[src/rtl/core/wiegand_bit_receiver_assert.svh]
// Assertion macros for the Wiegand receiver.
`ifndef WIEGAND_BIT_RECEIVER_ASSERT_SVH
`define WIEGAND_BIT_RECEIVER_ASSERT_SVH

`ifndef SYNTHESIS

`define WBR_ASSERT_NOW(label, clk_s, rst_s, ante, cons) \
  label: assert property (@(posedge clk_s) disable iff (!rst_s) (ante) |-> (cons)) \
    else $error("wiegand receiver assertion failed");

`define WBR_ASSERT_NEXT(label, clk_s, rst_s, ante, cons) \
  label: assert property (@(posedge clk_s) disable iff (!rst_s) (ante) |=> (cons)) \
    else $error("wiegand receiver assertion failed");

`else

`define WBR_ASSERT_NOW(label, clk_s, rst_s, ante, cons)
`define WBR_ASSERT_NEXT(label, clk_s, rst_s, ante, cons)

`endif

`endif

[src/rtl/core/wbr_pkg.sv]
package wbr_pkg;

  localparam int MAX_BYTES_DEF = 32;
  localparam int MAX_RESULTS   = 32;
  localparam int CNT_W         = 6;

  localparam logic [2:0] OP_TICK   = 3'd0;
  localparam logic [2:0] OP_DATA0  = 3'd1;
  localparam logic [2:0] OP_DATA1  = 3'd2;
  localparam logic [2:0] OP_READ   = 3'd3;
  localparam logic [2:0] OP_STATUS = 3'd4;

  localparam logic REG_MIN_GAP = 1'b0;
  localparam logic REG_TIMEOUT = 1'b1;

  localparam logic [15:0] MIN_GAP_RST = 16'd1000;
  localparam logic [15:0] TIMEOUT_RST = 16'd3000;
  localparam logic [15:0] GAP_MAX     = 16'hFFFF;

  typedef struct packed {
    logic [2:0] op;
    logic [5:0] read_limit;
  } in_item_t;

  typedef struct packed {
    logic [8:0] bit_count;
    logic [7:0] data_byte;
    logic [4:0] byte_index;
    logic       last;
  } out_item_t;

  typedef enum logic [1:0] {
    ST_IDLE,
    ST_FETCH,
    ST_LOAD
  } state_t;

endpackage

[src/rtl/core/wiegand_bit_receiver.sv]
// Wiegand receiver.
// Input requests (in_valid/in_ready, in_data) carry a tick, a DATA0 or DATA1
// pulse, a frame read or a status query. Results leave on out_valid/out_ready
// with out_data; the final result of a read or query has last set.
// Ticks and pulses give no result; they are taken every cycle while no read
// streams, also while a result waits at the output.
// A status query, or a read with no frame pending, gives one result in the
// output register in the cycle after the request.
// A read of a pending frame streams its bytes: each is fetched through the
// registered read port of the byte store, then loaded into the output
// register once the output is free. No request is taken until the last byte
// is loaded. A pulse that opens a frame or keeps min_bit_gap, with room left,
// shifts a bit into the current byte register; a full byte is then stored.
// Reset empties the buffer, saturates the gap counter and loads the default
// min_bit_gap and frame_timeout; no clearing pass is needed.
// When the receiver stalls, the result holds and reads and queries wait.
// Registers: min_bit_gap at byte address 0, frame_timeout at 4.
`include "wiegand_bit_receiver_assert.svh"

module wiegand_bit_receiver #(
  parameter int MAX_BYTES = wbr_pkg::MAX_BYTES_DEF
) (
  input  logic               clk,
  input  logic               rst_n,
  input  logic               in_valid,
  output logic               in_ready,
  input  wbr_pkg::in_item_t  in_data,
  output logic               out_valid,
  input  logic               out_ready,
  output wbr_pkg::out_item_t out_data,
  input  logic               psel,
  input  logic               penable,
  input  logic               pwrite,
  input  logic [2:0]         paddr,
  input  logic [31:0]        pwdata,
  output logic [31:0]        prdata,
  output logic               pready
);

  localparam int BW  = $clog2(MAX_BYTES * 8 + 1);
  localparam int SW  = BW - 3;
  localparam int AW  = (MAX_BYTES > 1) ? $clog2(MAX_BYTES) : 1;
  localparam int CAP = (MAX_BYTES < wbr_pkg::MAX_RESULTS) ? MAX_BYTES : wbr_pkg::MAX_RESULTS;
  localparam logic [BW-1:0] BITS_MAX = BW'(MAX_BYTES * 8);

  wbr_pkg::state_t state_r, state_nxt;

  logic [15:0]               min_gap_r, timeout_r;
  logic [15:0]               gap_r, gap_nxt;
  logic [BW-1:0]             bits_r, bits_nxt;
  logic [7:0]                cur_r, cur_nxt;
  logic [7:0]                cur_shift;
  logic [7:0]                mem [MAX_BYTES];
  logic                      mem_we;
  logic [AW-1:0]             mem_waddr;
  logic [7:0]                rd_data_r;
  logic [4:0]                idx_r, idx_nxt;
  logic [wbr_pkg::CNT_W-1:0] n_r, n_nxt;
  logic                      out_valid_r, out_valid_nxt;
  wbr_pkg::out_item_t        out_r, out_nxt;

  logic          in_fire, out_free, pending, makes_result, is_pulse;
  logic          take_bit, last_byte, load_byte, read_start, cfg_write;
  logic [SW-1:0] cur_slot;
  logic [6:0]    lim7, cand;

  assign in_fire      = in_valid && in_ready;
  assign out_free     = !out_valid_r || out_ready;
  assign pending      = (bits_r != '0) && (gap_r > timeout_r);
  assign makes_result = (in_data.op == wbr_pkg::OP_READ) || (in_data.op == wbr_pkg::OP_STATUS);
  assign is_pulse     = (in_data.op == wbr_pkg::OP_DATA0) || (in_data.op == wbr_pkg::OP_DATA1);
  assign cur_slot     = bits_r[BW-1:3];
  assign take_bit     = ((bits_r == '0) || (gap_r >= min_gap_r)) && (bits_r < BITS_MAX);
  assign cur_shift    = {cur_r[6:0], in_data.op == wbr_pkg::OP_DATA1};
  assign last_byte    = (wbr_pkg::CNT_W'(idx_r) + wbr_pkg::CNT_W'(1)) == n_r;
  assign read_start   = in_fire && (in_data.op == wbr_pkg::OP_READ) && pending;
  assign cfg_write    = psel && penable && pwrite;

  assign out_valid = out_valid_r;
  assign out_data  = out_r;
  assign pready    = 1'b1;

  always_comb begin
    unique case (paddr[2])
      wbr_pkg::REG_MIN_GAP: prdata = {16'b0, min_gap_r};
      wbr_pkg::REG_TIMEOUT: prdata = {16'b0, timeout_r};
      default:              prdata = '0;
    endcase
  end

  // FSM outputs
  always_comb begin
    in_ready  = 1'b0;
    load_byte = 1'b0;
    unique case (state_r)
      wbr_pkg::ST_IDLE:  in_ready  = out_free || !makes_result;
      wbr_pkg::ST_FETCH: in_ready  = 1'b0;
      wbr_pkg::ST_LOAD:  load_byte = out_free;
      default:           in_ready  = 1'b0;
    endcase
  end

  // FSM next state
  always_comb begin
    state_nxt = state_r;
    unique case (state_r)
      wbr_pkg::ST_IDLE: begin
        if (read_start) begin
          state_nxt = wbr_pkg::ST_FETCH;
        end
      end
      wbr_pkg::ST_FETCH: state_nxt = wbr_pkg::ST_LOAD;
      wbr_pkg::ST_LOAD: begin
        if (load_byte) begin
          state_nxt = last_byte ? wbr_pkg::ST_IDLE : wbr_pkg::ST_FETCH;
        end
      end
      default: state_nxt = wbr_pkg::ST_IDLE;
    endcase
  end

  always_comb begin
    lim7 = (in_data.read_limit == '0) ? 7'd1 : 7'(in_data.read_limit);
    cand = 7'(cur_slot) + 7'd1;
    if (cand > lim7) begin
      cand = lim7;
    end
    if (cand > 7'(CAP)) begin
      cand = 7'(CAP);
    end
  end

  always_comb begin
    gap_nxt       = gap_r;
    bits_nxt      = bits_r;
    cur_nxt       = cur_r;
    mem_we        = 1'b0;
    mem_waddr     = AW'(cur_slot);
    idx_nxt       = idx_r;
    n_nxt         = n_r;
    out_valid_nxt = out_valid_r && !out_ready;
    out_nxt       = out_r;
    if (in_fire) begin
      if (in_data.op == wbr_pkg::OP_TICK) begin
        gap_nxt = (gap_r == wbr_pkg::GAP_MAX) ? gap_r : gap_r + 16'd1;
      end else if (is_pulse) begin
        gap_nxt = '0;
        if (take_bit) begin
          bits_nxt = bits_r + BW'(1);
          if (bits_r[2:0] == 3'b111) begin
            mem_we  = 1'b1;
            cur_nxt = '0;
          end else begin
            cur_nxt = cur_shift;
          end
        end
      end else if (read_start) begin
        idx_nxt = '0;
        n_nxt   = wbr_pkg::CNT_W'(cand);
      end else if (makes_result) begin
        out_valid_nxt       = 1'b1;
        out_nxt.bit_count   = (pending && (in_data.op == wbr_pkg::OP_STATUS)) ? 9'(bits_r) : 9'd0;
        out_nxt.data_byte   = '0;
        out_nxt.byte_index  = '0;
        out_nxt.last        = 1'b1;
      end
    end
    if (load_byte) begin
      out_valid_nxt      = 1'b1;
      out_nxt.bit_count  = 9'(bits_r);
      out_nxt.data_byte  = (7'(idx_r) == 7'(cur_slot)) ? cur_r : rd_data_r;
      out_nxt.byte_index = idx_r;
      out_nxt.last       = last_byte;
      idx_nxt            = idx_r + 5'd1;
      if (last_byte) begin
        bits_nxt = '0;
        cur_nxt  = '0;
      end
    end
  end

  always_ff @(posedge clk) begin
    if (mem_we) begin
      mem[mem_waddr] <= cur_shift;
    end
    rd_data_r <= mem[AW'(idx_r)];
  end

  always_ff @(posedge clk) begin
    if (!rst_n) begin
      state_r     <= wbr_pkg::ST_IDLE;
      min_gap_r   <= wbr_pkg::MIN_GAP_RST;
      timeout_r   <= wbr_pkg::TIMEOUT_RST;
      gap_r       <= wbr_pkg::GAP_MAX;
      bits_r      <= '0;
      cur_r       <= '0;
      out_valid_r <= 1'b0;
    end else begin
      state_r     <= state_nxt;
      gap_r       <= gap_nxt;
      bits_r      <= bits_nxt;
      cur_r       <= cur_nxt;
      out_valid_r <= out_valid_nxt;
      if (cfg_write && (paddr[2] == wbr_pkg::REG_MIN_GAP)) begin
        min_gap_r <= pwdata[15:0];
      end
      if (cfg_write && (paddr[2] == wbr_pkg::REG_TIMEOUT)) begin
        timeout_r <= pwdata[15:0];
      end
    end
  end

  always_ff @(posedge clk) begin
    idx_r <= idx_nxt;
    n_r   <= n_nxt;
    out_r <= out_nxt;
  end

  `WBR_ASSERT_NOW(a_bits_bound, clk, rst_n, 1'b1, bits_r <= BITS_MAX)
  `WBR_ASSERT_NEXT(a_fetch_to_load, clk, rst_n, state_r == wbr_pkg::ST_FETCH, state_r == wbr_pkg::ST_LOAD)
  `WBR_ASSERT_NEXT(a_last_clears, clk, rst_n, load_byte && last_byte, bits_r == '0 && out_r.last)
  `WBR_ASSERT_NEXT(a_read_streams, clk, rst_n, read_start, state_r == wbr_pkg::ST_FETCH && idx_r == '0)

endmodule

[config.mk]
export PLATFORM = sky130hd
export DESIGN_NAME = wiegand_bit_receiver
export DESIGN_NICKNAME = d
export VERILOG_FILES = /design/src/rtl/core/wbr_pkg.sv /design/src/rtl/core/wiegand_bit_receiver.sv
export VERILOG_INCLUDE_DIRS = /design/src /design/src/rtl/core
export SDC_FILE = /design/constraint.sdc
export NUM_CORES = 1
export LEC_CHECK = 0
export BUFFER_PORTS_ARGS = -buffer_cell sky130_fd_sc_hd__buf_2
export CAP_MARGIN = 20
export CORE_ASPECT_RATIO = 1.4
export CORE_MARGIN = 3
export CORE_UTILIZATION = 55
export DETAILED_ROUTE_END_ITERATION = 8
export PLACE_DENSITY = 0.78
export SLEW_MARGIN = 10
export SYNTH_ARGS = -nofsm -noshare
export SYNTH_HDL_FRONTEND = slang
export SYNTH_SLANG_ARGS = --single-unit
[constraint.sdc]
create_clock -name clk -period 3.81 [get_ports clk]
set_clock_uncertainty 0.2 [all_clocks]
set_input_delay 0.9525 -clock clk [delete_from_list [all_inputs] [get_ports clk]]
set_output_delay 0.9525 -clock clk [all_outputs]
set_load 0.05 [all_outputs]
==> impl_metrics.toml <==
[drt]
drc = 0
vias = 9427
dr.pass1.iters = 5
wl_per_cell_um = 22.34
drtIter0Drc = 664
wl_um = 35630
avgViaCountPerCell = 5.910
ant_nets = 0

[synthesis]
syn_inst = 1085
synth_top_cell_by_area = "edfxtp_1"
synth_cell_types = 55
synth_top_family_by_area = "multiplexers"
ys_warn_count = 0
synth_enable_flop_cells = 290
yosysTopAreaCellShare_pct = 54.66
synthXorXnorAreaFrac_pct = 1.759
synth-seq-area-share_pct = 64.21
synthAdderAreaFrac_pct = 3.691
syn-cell-area_um2 = 15930
synth_compound_area_share_pct = 5.073
synthTopCellsByArea = "edfxtp_1 55%, mux4_2 11%, dfxtp_1 9.5%"
post_synth_and_or_nand_nor_area_fraction_pct = 8.748
async_flop_share_pct = 0
synth_ff_type = "edfxtp_1"
avgSynthCellArea_um2 = 14.68
muxShareOfSynthArea_pct = 13.01
synth-seq-cells = 366

[placed_design]
port_buffers = 73
place.detailed.hpwl_um = 24080
dpl.cell_count = 1538
place_congestion = 0.8725

[sta]
slew_headroom_pct = 43.49
period_needed_ns = 3.356
worst_pin_slew_ns = 0.8477
drv_slew = 0
period_share_pct = 88.08
setup_viol = 0
fmax_mhz = 298.0
grt_setup_unrepaired = "no"
tns_ns = 0
finalHoldViolations = 0

[floorplanning]
core_um2 = 28500
core.rowCount = 73
io_pins = 109
initial_core_util_pct = 55.91
die_y_um = 207.4
die_area_um2 = 31080
die_w_um = 149.8

[clock_tree]
cts.clk_slew.worst_paths_ns = 0.06
post_cts_buffers = 0
max-clock-path-buffers = 3
root_buffer = "clkbuf_16"
cts.sinks = 366
cts_tree = "done"
cts.htree.levels = 2
cts_resized = 0
cts_buffers = 34
cts_hold_buf = 0
clock_latency_ns = 0.52

[worst_hold_path]
min_path_cells = 2
holdCritPathClass = "reg -> reg"

[cells_and_area]
nNetsFinal = 1297
drive_above_1_share_pct = 22.95
layout_common_cells = "290 x edfxtp_1, 97 x nand2_1, 80 x mux4_2"
n_antenna_cell = 0
syn_to_final_growth_pct = 13.51
seq_area_um2 = 10230
fin_cells = 1595
final_common_cell = "edfxtp_1"
fill_cells = 2046
multiInputGateArea_um2 = 5226

[critical_path]
cp_max_fo = 47
reg2reg_depth = 8
worstSetupPathType = "reg -> reg"
cp-end-kind = "flip-flop"
worstPathArrival_ns = 3.43
startpoint_type = "flip-flop"
cp.required_ns = 3.88

[global_route]
overflow = 0
grt_use_total_pct = 23.55
grt_pass1_vias = 9533
antenna_found_initial = 0
grt_max_degree = 53
grt_pass1_wl_um = 55640

[flow_run]
maxCapViolCount = 0

[pwr]
powerDensity_nw_per_um2 = 449.7
ir_worst_vdd_mv = 0.3558
p_leak_nw = 6.320

[run_status]
outcome = "complete, no violations"
## cell families after synthesis
kind of cell / after synthesis
buf+inv: 122
xor+xnor: 32
fa+ha+maj: 47
mux: 106
flops: 366
compound gates: 129
other cells: 2
simple gates: 281
## Yosys cell counts, drive strengths merged, types with 11 or more instances
master	number
edfxtp	290
nand2	97
mux4	80
dfxtp	76
inv	49
ha	47
nor2	45
o21ai	43
buf	37
clkbuf	35
nor3	30
a21oi	28
a21boi	21
nand3	21
mux2i	17
xnor2	17
and2	15
xor2	15
o211ai	14
nand4	13
and3	11
## cell type report
cell class              instances  share of cell area (%)
repair buffers                135                   4.871
well taps                     375                   2.594
clock buffers                  42                   4.988
inverters                      50                   1.038
clock inverters                15                   1.045
flip-flops and latches        366                   56.57
multi-input cells             612                   28.90
## worst paths after layout
kind                                   start                    endpoint  slack, ns
setup / recovery      gap_r[11]$_SDFFE_PN1P_         mem[5][6]$_DFFE_PP_       0.45
hold reg to reg   min_gap_r[14]$_SDFFE_PN0P_  min_gap_r[14]$_SDFFE_PN0P_       0.27
hold / removal    min_gap_r[14]$_SDFFE_PN0P_  min_gap_r[14]$_SDFFE_PN0P_       0.27
setup reg to reg      gap_r[11]$_SDFFE_PN1P_         mem[5][6]$_DFFE_PP_       0.45
## stage by stage
step / instance area (um^2) / utilization [%] / hold slack [ns] / power, mW / setup WS [ns]
6_report: 18080 / 63.46 / 0.2662 / 8.132 / 0.4540
2_1_floorplan: 15990 / - / 0.2312 / 4.732 / 0.03284
4_1_cts: 18080 / 63.46 / 0.2693 / 8.182 / 0.5351
5_1_grt: 18080 / 63.46 / 0.2870 / 8.370 / 0.2707
3_5_place_dp: 16990 / 59.63 / 0.2606 / 4.835 / 0.3593
3_3_place_gp: 16990 / 59.63 / 0.2539 / 4.823 / 0.4573
## state kept, by name, summed over array words and instances (netlist names)
| name | count |
|---|---|
| out_valid | 1 |
| gap_r | 16 |
| cur_r | 8 |
| bits_r | 9 |
| mem | 256 |
| timeout_r | 16 |
| state_r | 2 |
| idx_r | 5 |
| out_data | 23 |
| rd_data_r | 8 |
| min_gap_r | 16 |
| n_r | 6 |
## per-layer routing
metal	GRT usage [%]	up-vias	share of wire, %
met2	41.09	358	53
met5	0	-	0
li1	-	4294	-
met1	29.14	4686	37
met3	3.560	89	5.8
met4	9.978	0	4.5
## power breakdown
part	leakage [nW]	switching [mW]	internal (mW)	total, mW
clock network	0.525	1.42	1.96	3.38
registers	3.21	0.0416	4.30	4.34
logic	2.58	0.274	0.135	0.409
total	6.32	1.74	6.40	8.13
## worst max-delay path, cell delays in order, from the launching register on
cell and delay, ns:
dfxtp_1 0.48, ha_1 0.31, a21oi_1 0.14, o21ai_0 0.13, a2111oi_0 0.76, a211o_1 0.26
buf_4 0.45, nor3_1 0.14, buf_4 0.22
Note: power is estimated with default switching activity, not from simulation.
